## config.mk

```make
export PLATFORM = sky130hd
export DESIGN_NAME = npcs_dist_unit
export DESIGN_NICKNAME = d
export VERILOG_FILES = /design/src/npcs_pkg.sv /design/src/npcs_dist_unit.sv
export SDC_FILE = /design/constraint.sdc
export NUM_CORES = 2
export LEC_CHECK = 0
export BUFFER_PORTS_ARGS = -buffer_cell sky130_fd_sc_hd__buf_4
export CAP_MARGIN = 20
export CORE_ASPECT_RATIO = 1.2
export CORE_UTILIZATION = 70
export CTS_CLUSTER_DIAMETER = 100
export DETAILED_ROUTE_END_ITERATION = 8
export MAX_ROUTING_LAYER = met4
export PLACE_DENSITY_LB_ADDON = 0.08
export SLEW_MARGIN = 40
export SYNTH_ARGS = -nofsm -noshare
export SYNTH_HDL_FRONTEND = slang
export SYNTH_SLANG_ARGS = --single-unit
```

## constraint.sdc

```tcl
create_clock -name clk -period 17.2 [get_ports clk]
set_input_delay 0.86 -clock clk [delete_from_list [all_inputs] [get_ports clk]]
set_output_delay 0.86 -clock clk [all_outputs]
set_load 0.005 [all_outputs]
```

## src/npcs_pkg.sv

```systemverilog
// Shared types, constants and codes for the nearest palette colour search block.
package npcs_pkg;

    // Palette store geometry
    localparam int PALETTE_DEPTH = 256;
    localparam int PAL_AW        = (PALETTE_DEPTH > 1) ? $clog2(PALETTE_DEPTH) : 1;

    // Largest number of slots one search can visit
    localparam int SCAN_MAX = (PALETTE_DEPTH < 256) ? PALETTE_DEPTH : 256;
    localparam int SCAN_AW  = (SCAN_MAX > 1) ? $clog2(SCAN_MAX) : 1;
    localparam int CNT_W    = $clog2(SCAN_MAX + 1);

    // Field widths
    localparam int COMP_W  = 16;
    localparam int SLOT_W  = 8;
    localparam int IDX_W   = 8;
    localparam int SQ_W    = 2 * COMP_W;
    localparam int DIST_W  = 34;
    localparam int COUNT_W = 9;

    // Configuration port
    localparam int CFG_IDX_W  = 1;
    localparam int CFG_DATA_W = DIST_W;
    localparam logic [CFG_IDX_W-1:0] CFG_SWATCH_COUNT = 1'd0;
    localparam logic [CFG_IDX_W-1:0] CFG_TOLERANCE_SQ = 1'd1;

    // Item commands
    localparam logic CMD_WRITE  = 1'b0;
    localparam logic CMD_SEARCH = 1'b1;

    typedef struct packed {
        logic [COMP_W-1:0] red;
        logic [COMP_W-1:0] green;
        logic [COMP_W-1:0] blue;
    } swatch_t;

    // Travels alongside each slot through the read and distance stages
    typedef struct packed {
        logic             valid;
        logic [IDX_W-1:0] index;
    } scan_tag_t;

endpackage

```

## src/npcs_dist_unit.sv

```systemverilog
// Shared squared-distance datapath: abs diff, square, sum; one slot per cycle.
module npcs_dist_unit
(
    input  logic                          clk,
    input  logic                          rst_n,
    input  npcs_pkg::swatch_t             query,
    input  npcs_pkg::swatch_t             swatch,
    input  npcs_pkg::scan_tag_t           tag_in,
    output npcs_pkg::scan_tag_t           tag_out,
    output logic [npcs_pkg::DIST_W-1:0]   dist_sq,
    output logic                          busy
);
    import npcs_pkg::*;

    scan_tag_t         s1_tag_reg, s2_tag_reg, s3_tag_reg;
    logic [COMP_W-1:0] dr_reg, dg_reg, db_reg;
    logic [SQ_W-1:0]   sr_reg, sg_reg, sb_reg;
    logic [DIST_W-1:0] sum_reg;
    logic [COMP_W-1:0] dr_next, dg_next, db_next;

    always_comb
    begin
        dr_next = (swatch.red   >= query.red)   ? swatch.red   - query.red
                                                : query.red   - swatch.red;
        dg_next = (swatch.green >= query.green) ? swatch.green - query.green
                                                : query.green - swatch.green;
        db_next = (swatch.blue  >= query.blue)  ? swatch.blue  - query.blue
                                                : query.blue  - swatch.blue;
    end

    always_ff @(posedge clk or negedge rst_n)
    begin
        if (!rst_n)
        begin
            s1_tag_reg <= '0;
            s2_tag_reg <= '0;
            s3_tag_reg <= '0;
        end
        else
        begin
            s1_tag_reg <= tag_in;
            s2_tag_reg <= s1_tag_reg;
            s3_tag_reg <= s2_tag_reg;
        end
    end

    always_ff @(posedge clk)
    begin
        dr_reg  <= dr_next;
        dg_reg  <= dg_next;
        db_reg  <= db_next;
        sr_reg  <= dr_reg * dr_reg;
        sg_reg  <= dg_reg * dg_reg;
        sb_reg  <= db_reg * db_reg;
        sum_reg <= DIST_W'(sr_reg) + DIST_W'(sg_reg) + DIST_W'(sb_reg);
    end

    assign tag_out = s3_tag_reg;
    assign dist_sq = sum_reg;
    assign busy    = s1_tag_reg.valid | s2_tag_reg.valid | s3_tag_reg.valid;

endmodule

```

; ---- After elaboration in Yosys (flattened, before gate mapping)
; Cells that the tools add are included.
[op_classes]
bitwise = 2
n_mul = 3
add_sub_neg = 8
muxes = 3
magnitude_cmp = 3
[op_table]
columns = op, n
row1 = $mul 16x16->32, 3
row2 = $sub 16x16->16, 6
row3 = $ge 16x16->1, 3
row4 = $mux 16, 3
row5 = $add 33x32->34, 1
row6 = $add 32x32->33, 1
row7 = $or 1x1->1, 2
[word_totals]
inputBits = 107
reg_bits = 205
wordCells = 32
output_inout_bits = 44

; ---- Longest topological paths before layout
[logic_depth]
depth_word = 2
mapped_depth = 26
ltp_nobuf = 24

; ---- Least setup slack after synthesis
; OpenSTA, ideal clock, no wires.
[synth_path]
path_type = register -> register
start = register db_reg[8]
end = register sb_reg[31]
required_ns = 17.082
stages_incl_launch_ff = 25
slack_ns = 11.129
period_less_slack_ns = 6.071
arrival_time_ns = 5.953
n_path_buf = 1
setup_ns = 0.118
path_cell_list = dfxtp_1 > clkbuf_1 > nand2_1 > inv_1 > fa_1 > inv_1 > fa_1 > inv_1 > fa_1 > inv_1 > fa_1 > inv_1 > fa_1 > inv_1 > fa_1 > inv_1 > ha_1 > and2_1 > a221oi_2 > a31oi_1 > a221oi_2 > o21ai_1 > a21o_1 > a211o_1 > xnor2_1
[synth_via]
elab_chain_cells = 1
[synth_lines]
columns = item, line
row1 = from (decl), npcs_dist_unit.sv:16  ; logic [COMP_W-1:0] dr_reg, dg_reg, db_reg;
row2 = from (signal assigned), npcs_dist_unit.sv:51  ; db_reg <= db_next;
row3 = $mul 16x16->32, npcs_dist_unit.sv:54  ; sb_reg <= db_reg * db_reg;
row4 = to (signal assigned), npcs_dist_unit.sv:54
row5 = to (decl), npcs_dist_unit.sv:17  ; logic [SQ_W-1:0] sr_reg, sg_reg, sb_reg;
; Every way passes these cells.

; ---- Final worst setup path
[layout_path]
start = register dr_reg[13]
end = register sr_reg[29]
[layout_via]
elab_chain_cells = 1
[layout_lines]
columns = item, line
row1 = from (decl), npcs_dist_unit.sv:16
row2 = from (signal assigned), npcs_dist_unit.sv:49  ; dr_reg <= dr_next;
row3 = $mul 16x16->32, npcs_dist_unit.sv:52  ; sr_reg <= dr_reg * dr_reg;
row4 = to (signal assigned), npcs_dist_unit.sv:52
row5 = to (decl), npcs_dist_unit.sv:17
; Every way passes these cells.

==> run metrics <==
outcome finished, final reports clean; Post-Synth Simple-Gate Area around 11%; Post-Syn Area per Cell 9.04 sq um; routability-driven placement congestion ratio 0.966; Non-Filler Instances about 4,300; synthesis-to-finish area growth 7.04%; R2R Setup Slk ~11,000 ps; CTS tree built; layout cells sized above 1 6.82%; IO Port Bufs 150; Final min period 6610 ps; XOR/XNOR Fraction of Synth Area 4.79%; Fin. Hold Viols 0; largest net degree at the start of global routing 28; die area 47,600 sq um; hold slack 190 ps; Final period util around two fifths; cts hold-fix bufs 0; WL/cell roughly 17 microns; CP Capture Type register; Peak Freq 151 MHz; Final ANT Viol Nets 0; Starting Density 71.1%; total number of vias 24,300; Sequential Area 4180 sq um; GRT overflow 0; CTS sink cnt 202; compound-gate portion of the synthesized area 10.7%; worst-case clock buffer depth 3; CP required about 18,000 ps; RSZ-0062 raised after global routing false; core region area between 40,000 and 50,000 sq um; Layout Skew 22.1 ps; Inst Count DP 4,294; post-synthesis mux area share 0.956%; fillers roughly 3,400; post-CTS setup buffers 0; post-CTS sizing 0; largest cells by area after synthesis fa_1 32%, ha_1 16%, dfxtp_1 11%; Global Route Usage Sum 34.0%; synth unique cells 81; startpoint types register; number of synthesized flops with an enable pin 0; final core utilization 76.1%; #FFs+latches synth about 200; Num CTS Buffers 24; Multi-input gate area around 25,000 sq um; Ys Warns 0; largest family of logic cells by synthesized area adder cells; clock slew at reported path FFs 70 ps; Reg2Reg Depth 21; row cnt 86; Worst Path Class, Setup reg -> reg; r2r endpoint sr_reg[29]; main flop type after synthesis dfxtp_1; max cap viols 0; via density per instance 5.60; Critical Path AT slightly above 7000 ps; Crit Path Max Fanout 14; io pins between 150 and 200; first-pass GRT wire length 125 mm; clk_lat worst skew 560 ps; sequential element share of the synthesized area 12.8%; Slew Limit Fails 0; 1st-iter DRT viols 1,221; worst reg2reg path startpoint dr_reg[13]; Synth top area share 32.0%; htree depth 1; final setup vio count 0; post-synth top area cell fa_1; Root Driver clkbuf_16; Largest register FFs 34; post-route setup TNS 0 ps; Adder-Cell Fraction of Synth Area 48.4%; max_slew headroom 45.7%; Die H 239 microns; DRC violations left 0; vias in the first global route roughly 26,000; Nets 4,764; Initial DRT Pass Iterations 5; final wirelength between 70 and 80 mm; asr flop ratio synth 13.4%; Syn Std Cell Area 32,700 sq um; die width 199 microns; dpl hpwl 62.9 mm; Syn Inst Count 3,622; Worst Hold Class in -> async; initial antenna violation count 3; Tightest Pin Transition 813 ps
cell families after synthesis:
logic type / count (synthesis)
adder cells (fa/ha/maj): 953
XOR/XNOR: 179
multiplexers: 29
buffers and inverters: 981
AO/OA/AOI/OAI: 531
flip-flops: 202
AND/OR/NAND/NOR: 746
other: 1
metal layers:
metal  share of wire, %  vias to the layer above  GRT usage (%)
met5                  0                        -              -
met4                4.5                        0           14.5
met3                4.8                      221           3.06
met2                 51                      747           59.1
met1                 39                    11900           40.2
li1                   -                    11400              -
final cells by class:
type / instances / share of cell area, %
Antenna cell: 1 / 0.00714
Inverter: 884 / 9.47
Clock inverter: 17 / 0.596
Timing Repair Buffer: 151 / 3.24
Multi-Input combinational cell: 2441 / 70.7
Sequential cell: 202 / 11.9
Clock buffer: 27 / 1.84
Tap cell: 616 / 2.20
cell usage after synthesis (27+ instances only):
cell type and count:
inv_1 884, fa_1 524, ha_1 429, nand2_1 295, dfxtp_1 175, a21oi_1 156
nor2_1 138, xnor2_1 123, and2_1 116, a21o_1 107, o21ai_0 95, clkbuf_1 81
xor2_1 56, nor2b_1 37, nor3_1 34, nand3_1 31, dfrtp_1 27
metrics by stage:
step	worst slack, ps	cell area [sq um]
after floorplan	11130	32700
after global placement	10790	34200
after detailed placement	10710	34200
after CTS	10670	35000
after global routing	10250	35000
final	10590	35000
worst max-delay path, stage by stage (launching register included):
cell	delay (ps)
dfxtp_1	720
inv_1	330
nor2_1	220
ha_1	290
xor2_1	190
fa_1	540
inv_1	50
fa_1	480
fa_1	460
fa_1	520
inv_1	50
fa_1	470
inv_1	40
ha_1	340
a21o_1	200
a21o_1	170
a21oi_1	200
o31ai_1	110
a31oi_1	330
o211ai_1	270
or4_1	450
nand3_1	90
worst max path at each step:
stage | start | to | cells after the start
global route | dg_reg[12] | sg_reg[29] | 22
floorplan | db_reg[8] | sb_reg[31] | 24
global placement | db_reg[9] | sb_reg[31] | 22
CTS | db_reg[13] | sb_reg[30] | 22
detailed placement | db_reg[13] | sb_reg[30] | 22
finish | dr_reg[13] | sr_reg[29] | 21
cell usage in the layout, fill, tap and decap left out, types with 18 or more instances in the layout:
master | synthesis | final
ha_1 | 429 | 429
and3_1 | 18 | 18
nor2b_1 | 37 | 37
clkbuf_16 | 0 | 25
inv_1 | 884 | 884
nand2b_1 | 22 | 22
buf_4 | 0 | 151
and2_1 | 116 | 116
xor2_1 | 56 | 56
nand3_1 | 31 | 31
nor3_1 | 34 | 34
xnor2_1 | 123 | 123
dfrtp_1 | 27 | 27
nand2_1 | 295 | 295
o21ai_0 | 95 | 95
a21oi_1 | 156 | 156
nand4_1 | 22 | 22
nor2_1 | 138 | 138
dfxtp_1 | 175 | 175
fa_1 | 524 | 524
a21o_1 | 107 | 107
Power is left out: the tool's default activity adds up to more than one toggle a clock period on the data nets, which glitch-free logic cannot reach.
